`src/zbrf_pkg.sv`:
```
// Shared types and constants of the zero-block run finder.
package zbrf_pkg;

  localparam int unsigned CfgW     = 5;
  localparam int unsigned CfgReset = 12;
  localparam int unsigned ByteW    = 8;
  localparam int unsigned OffW     = 40;
  localparam int unsigned LenW     = 41;
  localparam int unsigned TdataW   = 88;
  localparam int unsigned PadW     = TdataW - OffW - LenW;

  // One result beat as produced by the scan core.
  typedef struct packed {
    logic            valid;
    logic            has_extent;
    logic            done_res;
    logic [OffW-1:0] extent_offset;
    logic [LenW-1:0] extent_length;
  } result_t;

endpackage

```
`src/zbrf_core.sv`:
```
// Scan state and per-byte next-state logic of the zero-block run finder.
module zbrf_core #(
  parameter int unsigned MAX_BLOCK_LOG2 = 16,
  parameter int unsigned POSITION_BITS  = 40,
  parameter int unsigned LgW            = $clog2(MAX_BLOCK_LOG2 + 1)
) (
  input  logic                      clk_i,
  input  logic                      rst_ni,
  input  logic                      clear_i,
  input  logic                      step_i,
  input  logic [zbrf_pkg::ByteW-1:0] data_byte_i,
  input  logic                      last_i,
  input  logic [LgW-1:0]            lg_i,
  output zbrf_pkg::result_t         result_o
);

  logic [MAX_BLOCK_LOG2-1:0] bib_q, bib_d;
  logic                      biz_q, biz_d;
  logic [POSITION_BITS-1:0]  pos_q, pos_d;
  logic [POSITION_BITS-1:0]  start_q, start_d;
  logic [POSITION_BITS-1:0]  len_q, len_d;
  logic                      in_run_q, in_run_d;

  logic [MAX_BLOCK_LOG2-1:0] idx_mask;
  logic [POSITION_BITS-1:0]  mask_ext;
  logic [POSITION_BITS-1:0]  blk_bytes;
  logic [POSITION_BITS-1:0]  pos_limit;
  logic                      zero;
  logic                      blk_end;
  logic                      end_emit;
  logic                      has_ext;
  logic [POSITION_BITS-1:0]  ext_off;
  logic [POSITION_BITS-1:0]  ext_len;

  // Thermometer decode of the block size: low lg bits set.
  always_comb begin
    for (int i = 0; i < MAX_BLOCK_LOG2; i++) begin
      idx_mask[i] = (LgW'(i) < lg_i);
    end
  end

  // Positions are kept in bytes; they stay aligned to the block size, so the
  // saturation limit is the all-ones position with the offset bits cleared.
  assign mask_ext  = POSITION_BITS'(idx_mask);
  assign blk_bytes = mask_ext + POSITION_BITS'(1);
  assign pos_limit = ~mask_ext;

  assign zero    = biz_q && (data_byte_i == '0);
  assign blk_end = (bib_q >= idx_mask);

  // Next state for one accepted byte.
  always_comb begin
    bib_d    = bib_q;
    biz_d    = biz_q;
    pos_d    = pos_q;
    start_d  = start_q;
    len_d    = len_q;
    in_run_d = in_run_q;
    end_emit = 1'b0;

    if (blk_end) begin
      if (pos_q < pos_limit) begin
        if (zero) begin
          if (!in_run_q) begin
            in_run_d = 1'b1;
            start_d  = pos_q;
            len_d    = blk_bytes;
          end else begin
            len_d = len_q + blk_bytes;
          end
        end else if (in_run_q) begin
          end_emit = 1'b1;
          in_run_d = 1'b0;
          len_d    = '0;
        end
        pos_d = pos_q + blk_bytes;
      end
      bib_d = '0;
      biz_d = 1'b1;
    end else begin
      bib_d = bib_q + MAX_BLOCK_LOG2'(1);
      biz_d = zero;
    end

    // A run closed by a nonzero block wins; otherwise the open run on the last byte.
    has_ext = end_emit || (last_i && in_run_d);
    ext_off = end_emit ? start_q : start_d;
    ext_len = end_emit ? len_q : len_d;
    if (!has_ext) begin
      ext_off = '0;
      ext_len = '0;
    end

    // The last byte returns the scan to its start for the next stream.
    if (last_i) begin
      bib_d    = '0;
      biz_d    = 1'b1;
      pos_d    = '0;
      start_d  = '0;
      len_d    = '0;
      in_run_d = 1'b0;
    end
  end

  assign result_o.valid         = end_emit || last_i;
  assign result_o.has_extent    = has_ext;
  assign result_o.done_res      = last_i;
  assign result_o.extent_offset = zbrf_pkg::OffW'(ext_off);
  assign result_o.extent_length = zbrf_pkg::LenW'(ext_len);

  // Scan state registers.
  always_ff @(posedge clk_i or negedge rst_ni) begin
    if (!rst_ni) begin
      bib_q    <= '0;
      biz_q    <= 1'b1;
      pos_q    <= '0;
      start_q  <= '0;
      len_q    <= '0;
      in_run_q <= 1'b0;
    end else if (clear_i) begin
      bib_q    <= '0;
      biz_q    <= 1'b1;
      pos_q    <= '0;
      start_q  <= '0;
      len_q    <= '0;
      in_run_q <= 1'b0;
    end else if (step_i) begin
      bib_q    <= bib_d;
      biz_q    <= biz_d;
      pos_q    <= pos_d;
      start_q  <= start_d;
      len_q    <= len_d;
      in_run_q <= in_run_d;
    end
  end

endmodule

```
`src/zero_block_run_finder_top.sv`:
```
// Top level of the zero-block run finder: stream ports, block size register, result register.
//
// The block takes one stream byte per beat and reports each maximal run of
// aligned all-zero blocks as one extent (byte offset, byte length). It accepts
// a byte in every cycle that the result register is free or being emptied; a
// result appears on the output in the cycle after the byte that causes it and
// is held in a result register, so a new byte is still taken while that result
// waits, as long as the result register is free or is being emptied in the same
// cycle. The per-byte state update (block byte counter, zero flag, position and
// run length adders) is combinational. A byte marked last always yields a
// result beat with tlast set. Writing the block size register restarts the
// scan and drops any open run; a value above MAX_BLOCK_LOG2 acts as MAX_BLOCK_LOG2.
// Positions saturate at POSITION_BITS bits: blocks past that point are ignored.
module zero_block_run_finder_top #(
  parameter int unsigned MAX_BLOCK_LOG2 = 16,
  parameter int unsigned POSITION_BITS  = 40
) (
  input  logic                        clk_i,
  input  logic                        rst_ni,
  // Block size register write channel.
  input  logic                        cfg_valid_i,
  output logic                        cfg_ready_o,
  input  logic [zbrf_pkg::CfgW-1:0]   cfg_data_i,      // block_size_log2
  // Byte stream in.
  input  logic                        s_axis_tvalid_i,
  output logic                        s_axis_tready_o,
  input  logic [zbrf_pkg::ByteW-1:0]  s_axis_tdata_i,  // [7:0] data_byte
  input  logic                        s_axis_tlast_i,  // last
  // Extent results out.
  output logic                        m_axis_tvalid_o,
  input  logic                        m_axis_tready_i,
  output logic [zbrf_pkg::TdataW-1:0] m_axis_tdata_o,  // [39:0] extent_offset,
                                                       // [80:40] extent_length, rest zero
  output logic                        m_axis_tuser_o,  // has_extent
  output logic                        m_axis_tlast_o   // done_res
);

  localparam int unsigned LgW = $clog2(MAX_BLOCK_LOG2 + 1);

  logic [zbrf_pkg::CfgW-1:0] cfg_q;
  logic [LgW-1:0]            lg;
  logic                      cfg_fire;
  logic                      in_fire;
  logic                      out_valid_q, out_valid_d;
  zbrf_pkg::result_t         res;
  zbrf_pkg::result_t         res_q;

  assign cfg_ready_o = 1'b1;
  assign cfg_fire    = cfg_valid_i && cfg_ready_o;

  // Block size register.
  always_ff @(posedge clk_i or negedge rst_ni) begin
    if (!rst_ni) begin
      cfg_q <= zbrf_pkg::CfgW'(zbrf_pkg::CfgReset);
    end else if (cfg_fire) begin
      cfg_q <= cfg_data_i;
    end
  end

  // Clamp the block size to the largest supported one.
  assign lg = (cfg_q > zbrf_pkg::CfgW'(MAX_BLOCK_LOG2)) ? LgW'(MAX_BLOCK_LOG2)
                                                        : LgW'(cfg_q);

  assign s_axis_tready_o = !out_valid_q || m_axis_tready_i;
  assign in_fire         = s_axis_tvalid_i && s_axis_tready_o;

  zbrf_core #(
    .MAX_BLOCK_LOG2(MAX_BLOCK_LOG2),
    .POSITION_BITS (POSITION_BITS),
    .LgW           (LgW)
  ) u_core (
    .clk_i      (clk_i),
    .rst_ni     (rst_ni),
    .clear_i    (cfg_fire),
    .step_i     (in_fire),
    .data_byte_i(s_axis_tdata_i),
    .last_i     (s_axis_tlast_i),
    .lg_i       (lg),
    .result_o   (res)
  );

  // Result register: loaded by an accepted byte, emptied by an output beat.
  always_comb begin
    out_valid_d = out_valid_q;
    if (in_fire) begin
      out_valid_d = res.valid;
    end else if (m_axis_tready_i) begin
      out_valid_d = 1'b0;
    end
  end

  always_ff @(posedge clk_i or negedge rst_ni) begin
    if (!rst_ni) begin
      out_valid_q <= 1'b0;
    end else begin
      out_valid_q <= out_valid_d;
    end
  end

  always_ff @(posedge clk_i) begin
    if (in_fire) begin
      res_q <= res;
    end
  end

  assign m_axis_tvalid_o = out_valid_q;
  assign m_axis_tdata_o  = {{zbrf_pkg::PadW{1'b0}}, res_q.extent_length, res_q.extent_offset};
  assign m_axis_tuser_o  = res_q.has_extent;
  assign m_axis_tlast_o  = res_q.done_res;

endmodule

```
`config.mk`:
```
export PLATFORM = sky130hd
export DESIGN_NAME = zero_block_run_finder_top
export DESIGN_NICKNAME = d
export VERILOG_FILES = /design/src/zbrf_pkg.sv /design/src/zbrf_core.sv /design/src/zero_block_run_finder_top.sv
export SDC_FILE = /design/constraint.sdc
export NUM_CORES = 1
export LEC_CHECK = 0
export BUFFER_PORTS_ARGS = -buffer_cell sky130_fd_sc_hd__buf_2
export CAP_MARGIN = 20
export CORE_ASPECT_RATIO = 1.5
export CORE_MARGIN = 3
export CORE_UTILIZATION = 30
export DETAILED_ROUTE_END_ITERATION = 6
export PLACE_DENSITY = 0.43
export REMOVE_ABC_BUFFERS = 1
export SYNTH_ARGS = -nofsm -noshare
export SYNTH_HDL_FRONTEND = slang
export SYNTH_SLANG_ARGS = --single-unit
```
`constraint.sdc`:
```
create_clock -name clk_i -period 4.8 [get_ports clk_i]
set_input_delay 0.72 -clock clk_i [delete_from_list [all_inputs] [get_ports clk_i]]
set_output_delay 0.72 -clock clk_i [all_outputs]
set_load 0.03 [all_outputs]
```
Word level (Yosys, flattened, before mapping)

Index checks and enable logic that the tools add are counted.

Add/sub/neg operators: 4
$lt $le $gt $ge: 19
Multiplexer cells: 43
Bitwise operators: 1
Reductions and logical operators: 13

Operators by type and width:

| kind                                                       | count |
|---|---|
| 2-to-1 mux 40 bit                                          | 22 |
| adder 40 bit                                               | 2 |
| 2-to-1 mux 16 bit                                          | 4 |
| less-than comparator 4 x 5 -> 1 bit (first input constant) | 8 |
| less-than comparator 40 bit                                | 1 |
| NOT 16 -> 40 bit                                           | 1 |
| less-than comparator 3 x 5 -> 1 bit (first input constant) | 4 |
| adder 16 x 1 -> 17 bit (second input constant)             | 1 |
| adder 16 x 1 -> 16 bit (second input constant)             | 1 |
| greater-or-equal comparator 16 bit                         | 1 |
| 2-to-1 mux 1 bit                                           | 16 |
| less-than comparator 1 x 5 -> 1 bit (first input constant) | 2 |
| less-than comparator 2 x 5 -> 1 bit (first input constant) | 2 |
| logical NOT 8 bit                                          | 1 |
| nonzero test 3 bit                                         | 2 |
| > comparator 5 bit (second input constant)                 | 1 |
| 2-to-1 mux 5 bit                                           | 1 |
| nonzero test 2 bit                                         | 2 |
| logical AND 1 bit                                          | 3 |
| logical OR 1 bit                                           | 3 |
| AND reduction 3 bit                                        | 1 |
| logical NOT 1 bit                                          | 1 |

Register bits after elaboration: 226
Input bits: 19
Output and inout bits: 93
Word-level logic and storage cells: 92

Logic depth before layout (Yosys ltp)

Word-level depth: 12
Mapped depth: 19

Hierarchy

A second synthesis with hierarchy kept.

Cell total of the unflattened synthesis: 1508
Area, all modules: 13787.0 um^2

Modules (own cells, without submodules):

| module                    | instances | cells an instance | area each (um^2) | seq. area each (um^2) |
|---|---|---|---|---|
| zbrf_core                 | 1         | 1395              | 10969.3          | 3454.6 |
| zero_block_run_finder_top | 1         | 113               | 2817.7           | 2645.0 |

Worst setup path before layout

No wires, ideal clock.

Path type: in2reg
Start point: input m_axis_tready_i
End point: register u_core.pos_q[29]
Setup time: 120 ps
Arrival time: 4593 ps
Slack: 87 ps
Stages: 8
Buffers on the path: 1
Cell sequence: nand2b_1 > and2_1 > or2_2 > clkbuf_1 > a31oi_2 > nor4b_1 > a31oi_1 > a41o_1

Longest elaborated chain between the ends: 4

Ends and longest elaborated chain:

| item                          | RTL line                        | text |
|---|---|---|
| start, declared               | zero_block_run_finder_top.sv:31 | `input logic m_axis_tready_i,` |
| logical OR 1 bit              | zero_block_run_finder_top.sv:64 | `assign s_axis_tready_o = !out_valid_q \|\| m_axis_tready_i;` |
| logical AND 1 bit             | zero_block_run_finder_top.sv:65 | `assign in_fire = s_axis_tvalid_i && s_axis_tready_o;` |
| via in_fire                   | zero_block_run_finder_top.sv:43 | `logic in_fire;` |
| nonzero test 2 bit (no line)  | --                              |  |
| AND reduction 3 bit (no line) | --                              |  |
| end signal, assigned          | zbrf_core.sv:130                | `pos_q <= pos_d;` |
| end, declared                 | zbrf_core.sv:19                 | `logic [POSITION_BITS-1:0] pos_q, pos_d;` |

The timed path passes the listed nets, and every way through them passes these cells.
A chain may end at the register's enable or synchronous reset.

Worst setup path after layout

Start point: register cfg_q[3] (netlist name)
End point: register res_q, in the netlist m_axis_tdata_o[73] (data pin)

Longest elaborated chain between the ends: 10
Elaborated cells between the ends (all ways): 34
Those cells by class: 2 x add/sub; 19 x order compare; 10 x mux; 1 x bitwise; 2 x reduce/logical

Ends and longest elaborated chain:

| item                                                        | RTL line                         | text |
|---|---|---|
| start, declared                                             | zero_block_run_finder_top.sv:40  | `logic [zbrf_pkg::CfgW-1:0] cfg_q;` |
| start signal, assigned                                      | zero_block_run_finder_top.sv:54  | `cfg_q <= zbrf_pkg::CfgW'(zbrf_pkg::CfgReset);` |
| start signal, assigned                                      | zero_block_run_finder_top.sv:56  | `cfg_q <= cfg_data_i;` |
| > comparator 5 bit                                          | zero_block_run_finder_top.sv:61  | `assign lg = (cfg_q > zbrf_pkg::CfgW'(MAX_BLOCK_LOG2)) ? LgW'(MAX_BLOCK_LOG2)` |
| 2-to-1 mux 5 bit *                                          | zero_block_run_finder_top.sv:61  |  |
| less-than comparator 1 x 5 -> 1 bit (tied with other cells) | zbrf_core.sv:38                  | `idx_mask[i] = (LgW'(i) < lg_i);` |
| adder 16 x 1 -> 17 bit                                      | zbrf_core.sv:45                  | `assign blk_bytes = mask_ext + POSITION_BITS'(1);` |
| adder 40 bit                                                | zbrf_core.sv:69                  | `len_d = len_q + blk_bytes;` |
| 2-to-1 mux 40 bit                                           | zbrf_core.sv:64                  | `if (!in_run_q) begin` |
| 2-to-1 mux 40 bit                                           | zbrf_core.sv:63                  | `if (zero) begin` |
| 2-to-1 mux 40 bit                                           | zbrf_core.sv:62                  | `if (pos_q < pos_limit) begin` |
| 2-to-1 mux 40 bit                                           | zbrf_core.sv:61                  | `if (blk_end) begin` |
| 2-to-1 mux 40 bit                                           | zbrf_core.sv:88                  | `ext_len = end_emit ? len_q : len_d;` |
| end signal, assigned                                        | zero_block_run_finder_top.sv:102 | `res_q <= res;` |
| end, declared                                               | zero_block_run_finder_top.sv:46  | `zbrf_pkg::result_t res_q;` |

Every way passes the cells marked *; elsewhere a longest branch is shown, timed or not.

==> results.cfg <==
[final_layout]
diodes = 0
layout-drive-gt1-share_pct = 15.0
synthToLayoutAreaGrowth_pct = 16.7
fin_cells = 2177
nets = 1669
nFillCells = 4542
multiInputGateArea_mm2 = 0.00692
final_util_pct = 35.6
register_area_mm2 = 0.00607

[sta]
finalHoldViolCount = 0
fin_tns_setup_ns = 0
grt_setup_unrepaired = false
post-route-period-util_pct = 96.0
finClkSkew_ns = 0.0227
slew_violations = 0
timing.fmax_mhz = 217
setup_viol = 0
relSlewSlack_pct = 38.0
setup_ws_ns = 0.191
max_slew.worst_pin.slew_ns = 0.930
period_needed_ns = 4.61

[clock_tree]
cts_buffers = 26
clk_latency_ns = 0.55
postCtsSetupRepairBufs = 0
cts_tree = done
cts_buffer_depth = 3
cts.htree.levels = 1
root_buffer = clkbuf_16
clock_sinks = 226
path_clk_slew_ns = 0.06

[pwr]
powerDensity_mw_per_mm2 = 293
leakagePower_nw = 6.52
power_w = 0.00459
ir_drop_uv = 258

[global_route]
antenna_found_initial = 0
grt_max_degree = 87
grt_usage_pct = 19.5
overflow = 0
grt_pass1_vias = 11700
grt_pass1_wl_mm = 71.7

[route]
wl_mm = 46.4
dr_total_vias = 11700
vias_per_cell = 5.37
drtIter0Drc = 669
drc = 0
routedWlPerCell_um = 21.3
firstDrtPassIters = 5
final_antenna_net_count = 0

[worst_setup_path]
cp-end-kind = register
arrival_ns = 4.98
cp-start-kind = register
cp_cell_sequence = or2_2, inv_1, nand2_1, nand2_1, inv_1, ha_1, a2111oi_0, nand2_1, o21ai_1, a2111o_1, nand2_1, or4_1, or3_1, a21oi_1
slowest_stage = or4_1
crit_required_ns = 5.17
cp_max_fo = 10
cp_slowest_stage_delay_ns = 0.74
crit_top_cell = nand2_1
worst-setup-path-type = reg -> reg

[logic_synthesis]
synth_seq_cells = 226
synth.top_cell.area_share_pct = 26.2
synth.largest_area_cell = dfrtp_1
synthCells = 1482
synth-xor-area-share_pct = 3.38
synth_cell_types = 78
synth-edff-count = 82
avgSynthCellArea_um2 = 9.08
synthFlopType = dfrtp_1
ys_seq_area_share_pct = 45.1
synth_top_family_by_area = compound AO/OA/AOI/OAI gates
ys_top_cells_by_area = dfrtp_1 26%, edfxtp_1 18%, nand2_1 7.1%, ha_1 6.2%, a21oi_1 4.6%
synthTopCellsByCount = 254 x nand2_1, 141 x dfrtp_1, 125 x a21oi_1, 105 x o21ai_0, 93 x nor2_1
synth-simple-area-share_pct = 18.7
ys_warn_count = 0
syn_area_mm2 = 0.0135
synth-compound-area-share_pct = 21.3
post-synth-top-count-cell = nand2_1
synthMuxAreaShare_pct = 0.799
async_flop_share_pct = 63.7
synthAdderAreaFrac_pct = 6.53

[place]
routabilityCongestion = 0.886
portBuffers = 102
preCtsSetupSlack_ns = 0.154
dp_hpwl_mm = 33.2
dp_cells = 2129

[floorplan]
die_width_um = 179
row_count = 94
initial_core_util_pct = 30.5
ios = 112
dieArea_mm2 = 0.0475
die_height_um = 265
core-area_mm2 = 0.0441

[status]
status = finished, final reports clean

[run]
maxCapViolCount = 0

[worst_hold_path]
hp-class = in -> async
layout by cell type (no fill, tap or decap), drive strengths merged, types with 7 or more instances in the layout:
master / count
or4: 8
a22o: 43
buf: 157
edfxtp: 82
o31ai: 21
nor3: 39
and4: 7
a21o: 20
nand2: 254
xnor2: 30
nand4: 22
a211oi: 13
and3: 22
o21ai: 114
dfrtp: 141
o41ai: 8
nand2b: 14
inv: 41
ha: 67
a31oi: 27
nor2: 94
nand3: 38
a2111oi: 7
o22ai: 8
o211ai: 14
conb: 9
nor4: 8
clkinv: 10
clkbuf: 31
or3: 12
or2: 8
and2: 9
xor2: 22
a21oi: 126
cell type report:
cell class              count  share of cell area [%]
well taps                 576                    4.59
multi-input cells        1130                    44.1
inverters                  40                   0.956
flip-flops and latches    226                    38.7
repair buffers            157                    6.24
clock inverters            17                   0.956
clock buffers              31                    4.53
where the power goes:
part           leakage [nW]  total [W]  internal [W]  switching [W]
Combinational          3.29   0.000479      0.000127       0.000352
Clock                 0.418    0.00204       0.00117       0.000872
Sequential             2.81    0.00207       0.00205      0.0000271
Total                  6.52    0.00459       0.00334        0.00125
metrics by stage:
step,hold WS [ns],instance area (µm²)
finish,0.245,15700
floorplan,0.424,13100
CTS,0.293,15700
detailed placement,0.491,14800
global route,0.321,15700
global placement,0.487,14800
flip-flops by register name, summed over array words and instances (netlist names), 5 cells and up:
register	count
u_core.bib_q	16
u_core.len_q	40
cfg_q	5
u_core.pos_q	40
u_core.start_q	40
m_axis_tdata_o	80
final timing paths:
| check | start | endpoint | slack (ns) | cells past startpoint |
|---|---|---|---|---|
| setup / recovery | cfg_q[3] | m_axis_tdata_o[73] | 0.19 | 14 |
| hold / removal | rst_ni | u_core.start_q[27] | 0.24 | 1 |
| setup reg to reg | cfg_q[3] | m_axis_tdata_o[73] | 0.19 | 14 |
| hold reg to reg | u_core.start_q[33] | u_core.start_q[33] | 0.51 | 1 |
| max in group asynchronous | rst_ni | u_core.biz_q | 3.42 | 2 |
| min in group clk_i | cfg_data_i[3] | cfg_q[3] | 0.41 | 2 |
routing by layer:
| layer | routed length (µm) | global-route usage [%] | vias up |
|---|---|---|---|
| li1 | - | - | 5603 |
| met1 | 18200 | 22.6 | 5716 |
| met2 | 24500 | 36.1 | 271 |
| met3 | 1660 | 2.03 | 93 |
| met4 | 2060 | 7.93 | 0 |
| met5 | 0 | 0 | - |
critical path: cells and delay by family, from the launching register on:
kind	cells	cell delay [ns]
and+or+nand+nor	7	2.26
AOI/OAI and AO/OA	4	1.36
DFF	1	0.41
buffers and inverters	2	0.22
adders and majority gates	1	0.17
cells by family (layout without fill, tap and decap cells):
logic type,after synthesis,after routing
AND/OR/NAND/NOR,548,548
XOR/XNOR,52,52
adder cells (fa/ha/maj),69,69
AO/OA/AOI/OAI,442,442
multiplexers,10,10
other,2,9
buffers and inverters,133,245
flip-flops,226,226
timing repair:
action,CTS,global route
hold buffers,0,0
gates resized for setup,0,3
endpoints found under the setup margin,0,40
Note: power is estimated with default switching activity, not from simulation.
